--- config.mk ---
export PLATFORM = sky130hd
export DESIGN_NAME = rfid_ascii_frame_parser
export DESIGN_NICKNAME = d
export VERILOG_FILES = /design/src/hdl/rfp_pkg.sv /design/src/hdl/rfp_frame_asm.sv /design/src/hdl/rfp_tag_check.sv /design/src/hdl/rfid_ascii_frame_parser.sv
export SDC_FILE = /design/constraint.sdc
export NUM_CORES = 1
export LEC_CHECK = 0
export ABC_AREA = 1
export BUFFER_PORTS_ARGS = -buffer_cell sky130_fd_sc_hd__buf_2
export CORE_ASPECT_RATIO = 2
export CORE_MARGIN = 2
export CORE_UTILIZATION = 55
export CTS_CLUSTER_DIAMETER = 80
export CTS_CLUSTER_SIZE = 24
export DETAILED_ROUTE_END_ITERATION = 12
export HOLD_SLACK_MARGIN = 0.05
export PLACE_DENSITY = 0.77
export SYNTH_ARGS = -nofsm -noshare
export SYNTH_HDL_FRONTEND = slang
export SYNTH_SLANG_ARGS = --single-unit
--- constraint.sdc ---
create_clock -name clk -period 2.9 [get_ports clk]
set_input_delay 0.29 -clock clk [delete_from_list [all_inputs] [get_ports clk]]
set_output_delay 0.29 -clock clk [all_outputs]
set_load 0.1 [all_outputs]
--- src/hdl/rfp_pkg.sv ---
// rfp_pkg: shared constants, types and the hex decode for the RFID frame parser.
// Used by rfp_frame_asm, rfp_tag_check and rfid_ascii_frame_parser.
package rfp_pkg;

	localparam int unsigned FRAME_LEN = 14;
	localparam int unsigned BODY_LEN  = 12;
	localparam int unsigned POS_W     = 4;

	localparam logic [7:0]  START_BYTE    = 8'h02;
	localparam logic [7:0]  END_BYTE      = 8'h03;
	localparam logic [15:0] TIMEOUT_RESET = 16'd1000;
	localparam logic [15:0] ELAPSED_MAX   = 16'hFFFF;

	localparam logic [POS_W-1:0] POS_FIRST = POS_W'(0);
	localparam logic [POS_W-1:0] POS_LAST  = POS_W'(FRAME_LEN - 1);

	typedef logic [7:0] char_t;
	typedef char_t [BODY_LEN-1:0] body_t;

	// frame completion status, one cycle wide
	typedef struct packed {
		logic done;
		logic end_ok;
	} frame_evt_t;

	// Decode one uppercase hex character; anything else reads as zero.
	function automatic logic [3:0] hex_nibble(input char_t ch);
		logic [3:0] nib;
		nib = 4'd0;
		if (ch >= 8'h30 && ch <= 8'h39) begin
			nib = 4'(ch - 8'h30);
		end else if (ch >= 8'h41 && ch <= 8'h46) begin
			nib = 4'(ch - 8'h37);
		end
		return nib;
	endfunction

endpackage

--- src/hdl/rfp_frame_asm.sv ---
// rfp_frame_asm: frame position counter and 14-byte frame store.
// Depends on rfp_pkg.
module rfp_frame_asm (
	input  logic                clk,
	input  logic                arst_n,
	input  logic                byte_en,
	input  rfp_pkg::char_t      rx_byte,
	output rfp_pkg::frame_evt_t evt,
	output rfp_pkg::body_t      body
);

	logic [rfp_pkg::POS_W-1:0] pos_q;
	rfp_pkg::char_t            mem_q [rfp_pkg::FRAME_LEN];
	logic                      take;

	// accept a byte inside a frame, or a start byte outside one
	assign take = byte_en && (pos_q != rfp_pkg::POS_FIRST || rx_byte == rfp_pkg::START_BYTE);

	// flag the closing byte of a frame
	assign evt.done   = take && (pos_q == rfp_pkg::POS_LAST);
	assign evt.end_ok = (rx_byte == rfp_pkg::END_BYTE);

	// advance the position, wrap after the last byte
	always_ff @(posedge clk or negedge arst_n) begin
		if (!arst_n) begin
			pos_q <= rfp_pkg::POS_FIRST;
		end else if (take) begin
			if (pos_q == rfp_pkg::POS_LAST) begin
				pos_q <= rfp_pkg::POS_FIRST;
			end else begin
				pos_q <= pos_q + 1'b1;
			end
		end
	end

	// store the byte at the current position
	always_ff @(posedge clk) begin
		if (take) begin
			mem_q[pos_q] <= rx_byte;
		end
	end

	// present bytes 1 to 12 of the frame
	always_comb begin
		for (int i = 0; i < rfp_pkg::BODY_LEN; i++) begin
			body[i] = mem_q[i + 1];
		end
	end

endmodule

--- src/hdl/rfp_tag_check.sv ---
// rfp_tag_check: XOR checksum, tag compare, last tag and forget timer.
// Depends on rfp_pkg; fed by rfp_frame_asm.
module rfp_tag_check (
	input  logic                clk,
	input  logic                arst_n,
	input  logic                tick_en,
	input  rfp_pkg::frame_evt_t evt,
	input  rfp_pkg::body_t      body,
	input  logic [15:0]         timeout,
	output logic                res_valid,
	output logic [63:0]         res_tag
);

	logic [63:0] last_tag_q;
	logic [15:0] elapsed_q;
	logic [15:0] elapsed_inc;
	logic [7:0]  sum;
	logic [63:0] tag;
	logic        frame_ok;

	// fold the six hex pairs and gather the eight tag characters
	always_comb begin
		sum = 8'd0;
		for (int k = 0; k < rfp_pkg::BODY_LEN / 2; k++) begin
			sum = sum ^ {rfp_pkg::hex_nibble(body[2*k]), rfp_pkg::hex_nibble(body[2*k+1])};
		end
		tag = 64'd0;
		for (int k = 2; k < 10; k++) begin
			tag = {tag[55:0], body[k]};
		end
	end

	assign frame_ok    = evt.done && evt.end_ok;
	assign res_valid   = frame_ok && (sum == 8'd0) && (tag != last_tag_q);
	assign res_tag     = tag;
	assign elapsed_inc = (elapsed_q == rfp_pkg::ELAPSED_MAX) ? elapsed_q : elapsed_q + 1'b1;

	// hold the last tag, count ticks, drop the tag's first character on timeout
	always_ff @(posedge clk or negedge arst_n) begin
		if (!arst_n) begin
			last_tag_q <= 64'd0;
			elapsed_q  <= 16'd0;
		end else if (tick_en) begin
			elapsed_q <= elapsed_inc;
			if (last_tag_q[63:56] != 8'd0 && elapsed_inc > timeout) begin
				last_tag_q[63:56] <= 8'd0;
			end
		end else if (frame_ok) begin
			elapsed_q <= 16'd0;
			if (res_valid) begin
				last_tag_q <= tag;
			end
		end
	end

endmodule

--- src/hdl/rfid_ascii_frame_parser.sv ---
// rfid_ascii_frame_parser: top level; input register, config register, result register.
// Depends on rfp_pkg, rfp_frame_asm and rfp_tag_check.
//
//   channel  signals                          width    direction
//   in       in_valid in_ready cmd rx_byte    1 + 8    to block
//   out      out_valid out_ready tag_chars    64       from block
//   cfg      cfg_valid cfg_ready forget_...   16       to block
//
// One item per cycle while no result is stalled: an item sits in the input
// register, where the frame store, checksum and tag compare run, and its
// result lands in the output register.
// Reset clears position, last tag, elapsed count and sets the timeout to 1000.
// A result held in the output register stalls the input register only while
// out_ready is low; cfg_ready is always high.
module rfid_ascii_frame_parser (
	input  logic        clk,
	input  logic        arst_n,
	input  logic        in_valid,
	output logic        in_ready,
	input  logic        cmd,
	input  logic [7:0]  rx_byte,
	output logic        out_valid,
	input  logic        out_ready,
	output logic [63:0] tag_chars,
	input  logic        cfg_valid,
	output logic        cfg_ready,
	input  logic [15:0] forget_timeout_ms
);

	logic                valid_s1;
	logic                cmd_s1;
	logic [7:0]          rx_byte_s1;
	logic                out_valid_q;
	logic [63:0]         tag_chars_q;
	logic [15:0]         timeout_q;
	logic                adv;
	rfp_pkg::frame_evt_t evt;
	rfp_pkg::body_t      body;
	logic                res_valid;
	logic [63:0]         res_tag;

	// process the held item when the result slot is free or being taken
	assign adv       = valid_s1 && (!out_valid_q || out_ready);
	assign in_ready  = !valid_s1 || adv;
	assign cfg_ready = 1'b1;
	assign out_valid = out_valid_q;
	assign tag_chars = tag_chars_q;

	// input register
	always_ff @(posedge clk or negedge arst_n) begin
		if (!arst_n) begin
			valid_s1 <= 1'b0;
		end else if (in_ready) begin
			valid_s1 <= in_valid;
		end
	end

	always_ff @(posedge clk) begin
		if (in_valid && in_ready) begin
			cmd_s1     <= cmd;
			rx_byte_s1 <= rx_byte;
		end
	end

	// timeout register
	always_ff @(posedge clk or negedge arst_n) begin
		if (!arst_n) begin
			timeout_q <= rfp_pkg::TIMEOUT_RESET;
		end else if (cfg_valid && cfg_ready) begin
			timeout_q <= forget_timeout_ms;
		end
	end

	rfp_frame_asm u_frame (
		.clk     (clk),
		.arst_n  (arst_n),
		.byte_en (adv && !cmd_s1),
		.rx_byte (rx_byte_s1),
		.evt     (evt),
		.body    (body)
	);

	rfp_tag_check u_check (
		.clk       (clk),
		.arst_n    (arst_n),
		.tick_en   (adv && cmd_s1),
		.evt       (evt),
		.body      (body),
		.timeout   (timeout_q),
		.res_valid (res_valid),
		.res_tag   (res_tag)
	);

	// result register: load on advance, drop after transfer
	always_ff @(posedge clk or negedge arst_n) begin
		if (!arst_n) begin
			out_valid_q <= 1'b0;
		end else if (adv) begin
			out_valid_q <= res_valid;
		end else if (out_ready) begin
			out_valid_q <= 1'b0;
		end
	end

	always_ff @(posedge clk) begin
		if (adv && res_valid) begin
			tag_chars_q <= res_tag;
		end
	end

	// a new result comes only from a byte processed in the previous cycle
	a_result_from_byte: assert property (@(posedge clk) disable iff (!arst_n)
		$rose(out_valid_q) |-> $past(adv && !cmd_s1))
		else $error("result without a processed byte");

	// input stalls only behind a held item and a stalled result
	a_stall_cause: assert property (@(posedge clk) disable iff (!arst_n)
		!in_ready |-> (valid_s1 && out_valid_q && !out_ready))
		else $error("input stalled without cause");

	// a frame closes only while a byte is processed
	a_frame_on_byte: assert property (@(posedge clk) disable iff (!arst_n)
		evt.done |-> (adv && !cmd_s1))
		else $error("frame completion without byte");

endmodule
==> flow_metrics.env <==
export IMPL_outcome="complete, but fails checks"
export IMPL_violations="setup timing"
export IMPL_grt_pass1_vias=11200
export IMPL_n_antenna_cell=0
export IMPL_grt_antenna_before_repair=0
export IMPL_end_kind="flop"
export IMPL_setup_ws_ps=-317.8
export IMPL_dp_hpwl_um=24140
export IMPL_start_util=0.5598
export IMPL_clk_pin_slew_ps=90
export IMPL_crit_path_start_kind="flop"
export IMPL_reg2reg_slack_ps=-320
export IMPL_wl_um=39340
export IMPL_hp_start="out_ready"
export IMPL_layout_common_cells="nand2_1 (373), edfxtp_1 (169), inv_1 (141)"
export IMPL_max_slew_margin_rel=0.4807
export IMPL_cts_num_sinks=271
export IMPL_layout_min_cycle_time_ps=3218
export IMPL_yosysSeqAreaShare=0.5448
export IMPL_pre_cts_slack_ps=-550.5
export IMPL_io_buffers=95
export IMPL_gp_congestion=0.9459
export IMPL_nFillCells=1714
export IMPL_worstSkewPairLatency_ps=530
export IMPL_vias_per_cell=5.482
export IMPL_antenna_left=0
export IMPL_report_final_setup_viol=72
export IMPL_drive_gt1_frac=0.3037
export IMPL_wl_per_cell_um=18.21
export IMPL_synthesis_nets=1618
export IMPL_clockPowerShare=0.284
export IMPL_finalClockSkew_ps=29.81
export IMPL_synth_cell_types=43
export IMPL_switchingPower_mw=2.235
export IMPL_dieArea_um2=26850
export IMPL_grt_max_degree=82
export IMPL_cts_htree_levels=1
export IMPL_power_density_nw_per_um2=445.6
export IMPL_vias=11840
export IMPL_cap_violations=0
export IMPL_grt_overflow_total=0
export IMPL_setup_tns_ps=-4440
export IMPL_synth_warnings=0
export IMPL_pwr_share_seq=0.550
export IMPL_ys_async_sr_fraction=0.3764
export IMPL_hold_viol=0
export IMPL_switching_share=0.2765
export IMPL_critical_path_arrival_ps=3620
export IMPL_synth_ff_type="edfxtp_1"
export IMPL_core_um2=25030
export IMPL_netlist_area_um2=14010
export IMPL_combPwrFrac=0.166
export IMPL_hold_ws_ps=67.38
export IMPL_r2r_start="u_check.elapsed_q[0]"
export IMPL_drt_iter0_markers=974
export IMPL_numCtsBuffers=15
export IMPL_synth_edf_count=169
export IMPL_row_count=82
export IMPL_cp_required_ps=3300
export IMPL_tightest_slew_ps=776.1
export IMPL_ios=97
export IMPL_nets=1908
export IMPL_drv_slew=0
export IMPL_worst_hold_path_endpoint="valid_s1"
export IMPL_cts_tree="built"
export IMPL_reg2reg_depth=22
export IMPL_firstDrtPassIters=5
export IMPL_path_class="reg -> reg"
export IMPL_grt_use_total=0.2523
export IMPL_clockBufferDepth=3
export IMPL_ir_drop_uv=433.2
export IMPL_rsz0062_at_grt="yes"
export IMPL_die_w_um=116.9
export IMPL_drcViolationCount=0
export IMPL_root_buffer="clkbuf_16"
export IMPL_synthCells=1525
export IMPL_hold_depth=4
export IMPL_grt_first_pass_wirelength_um=52700
export IMPL_finalPower_mw=8.085
export IMPL_path_max_fanout=8
export IMPL_final_area_um2=18140
export IMPL_fp_dieH_um=229.8
export IMPL_r2r_end="u_check.last_tag_q[60]"
export IMPL_ys_seq_elements=271
export IMPL_area_growth_pct=29.45
export IMPL_avgSynthCellArea_um2=9.190
export IMPL_fmaxAchievable_mhz=310.8
export IMPL_leakagePower_nw=8.078
export IMPL_hp_class="in -> reg"
export IMPL_dpl_cell_area_um2=15700
export IMPL_layout_commonest_cell="nand2_1"
export IMPL_p_int_mw=5.849
export IMPL_period_share=1.110
## flip-flops by register name (all words and copies together), names as in the netlist
name                flops
valid_s1                1
u_check.last_tag_q     64
rx_byte_s1              8
u_frame.mem_q          96
timeout_q              16
cmd_s1                  1
u_frame.pos_q           4
tag_chars              64
out_valid               1
u_check.elapsed_q      16
## per-layer routing
layer / track usage / vias up / part of all wire
li1: - / 5538 / -
met1: 0.2545 / 5661 / 0.32
met2: 0.4718 / 449 / 0.55
met3: 0.02768 / 194 / 0.048
met4: 0.1614 / 0 / 0.085
met5: 0 / - / 0
## cell type report
| cell class | instances | area, µm² | share of cell area |
|---|---|---|---|
| flip-flops and latches | 271 | 7636 | 0.4209 |
| multi-input cells | 1050 | 6412 | 0.3534 |
| repair buffers | 295 | 2527 | 0.1393 |
| inverters | 181 | 691.9 | 0.03814 |
| well taps | 336 | 420.4 | 0.02317 |
| clock buffers | 24 | 409.1 | 0.02255 |
| clock inverters | 2 | 28.78 | 0.001586 |
| repair inverters | 1 | 16.27 | 0.0008966 |
## stage by stage
stage            util  instances
6_report       0.7247       2160
5_1_grt        0.7247       2160
4_1_cts        0.6633       2111
3_5_place_dp   0.6272       2046
3_3_place_gp   0.6272       2046
2_1_floorplan       -       1525
## repair_timing
action                                  CTS  global route
hold buffers                             27             0
endpoints found under the setup margin   58           129
cloned                                    1            21
gates resized for setup                  22           272
hold endpoints to repair                 65             0
pin swaps                                 8            50
setup buffers                            11            30
## worst max path at each step
stage / cells past startpoint / start / to
detailed placement: 22 / u_check.elapsed_q[0] / u_check.last_tag_q[63]
CTS: 22 / u_check.elapsed_q[0] / u_check.last_tag_q[60]
global placement: 20 / u_check.elapsed_q[1] / u_check.last_tag_q[59]
global route: 22 / u_check.elapsed_q[0] / u_check.last_tag_q[60]
finish: 22 / u_check.elapsed_q[0] / u_check.last_tag_q[60]
floorplan: 21 / u_check.elapsed_q[1] / u_check.last_tag_q[56]
## power by group through the flow
stage          clock network (mW)  registers (mW)  logic (mW)
5_1_grt                      2.43            4.47        1.50
2_1_floorplan                   0            4.50       0.682
6_report                     2.30            4.44        1.34
3_5_place_dp                    0            4.52        1.15
4_1_cts                      2.31            4.43        1.23
3_3_place_gp                    0            4.51        1.13
## synthesized netlist by cell type, types with 11 or more instances
library cell,number,share of area
nand2_1,465,0.12
edfxtp_1,169,0.36
inv_1,166,0.044
nand3_1,132,0.047
nor2_1,97,0.026
dfrtp_1,96,0.17
ha_1,63,0.056
o21ai_0,61,0.022
xnor2_1,52,0.032
o21ai_1,29,0.010
xor2_1,23,0.014
a21oi_1,19,0.0068
nor3_1,16,0.0057
inv_2,15,0.0040
o21ai_2,14,0.0087
nand3b_1,13,0.0070
nand4_1,11,0.0049
or2_2,11,0.0049
## worst max-delay path, cell delays in order, from the launching register on
cell and delay [ps]:
dfrtp_1 370, ha_2 220, nand3_4 80, nor3_4 150, nand3_2 110, inv_2 90, nand3_4 70, nor3_4 140
nand2_2 90, inv_2 90, nor3_4 40, nand2_2 80, xor2_2 80, ha_1 300, a21oi_1 70, o21a_1 190
o221ai_2 180, buf_4 170, a21oi_2 30, a221oi_2 200, nand2_2 180, nand3_2 110, nand2_1 60
## logic make-up after synthesis
kind of cell             count (synthesis)  synth area share
multiplexers                             1         0.0008034
flip-flops                             271            0.5448
XOR/XNOR                                75           0.04687
AO/OA/AOI/OAI                          136           0.05473
AND/OR/NAND/NOR                        774            0.2365
other                                    1         0.0002676
buffers and inverters                  204           0.05982
adder cells (fa/ha/maj)                 63           0.05625
(Power assumes the default switching activity.)
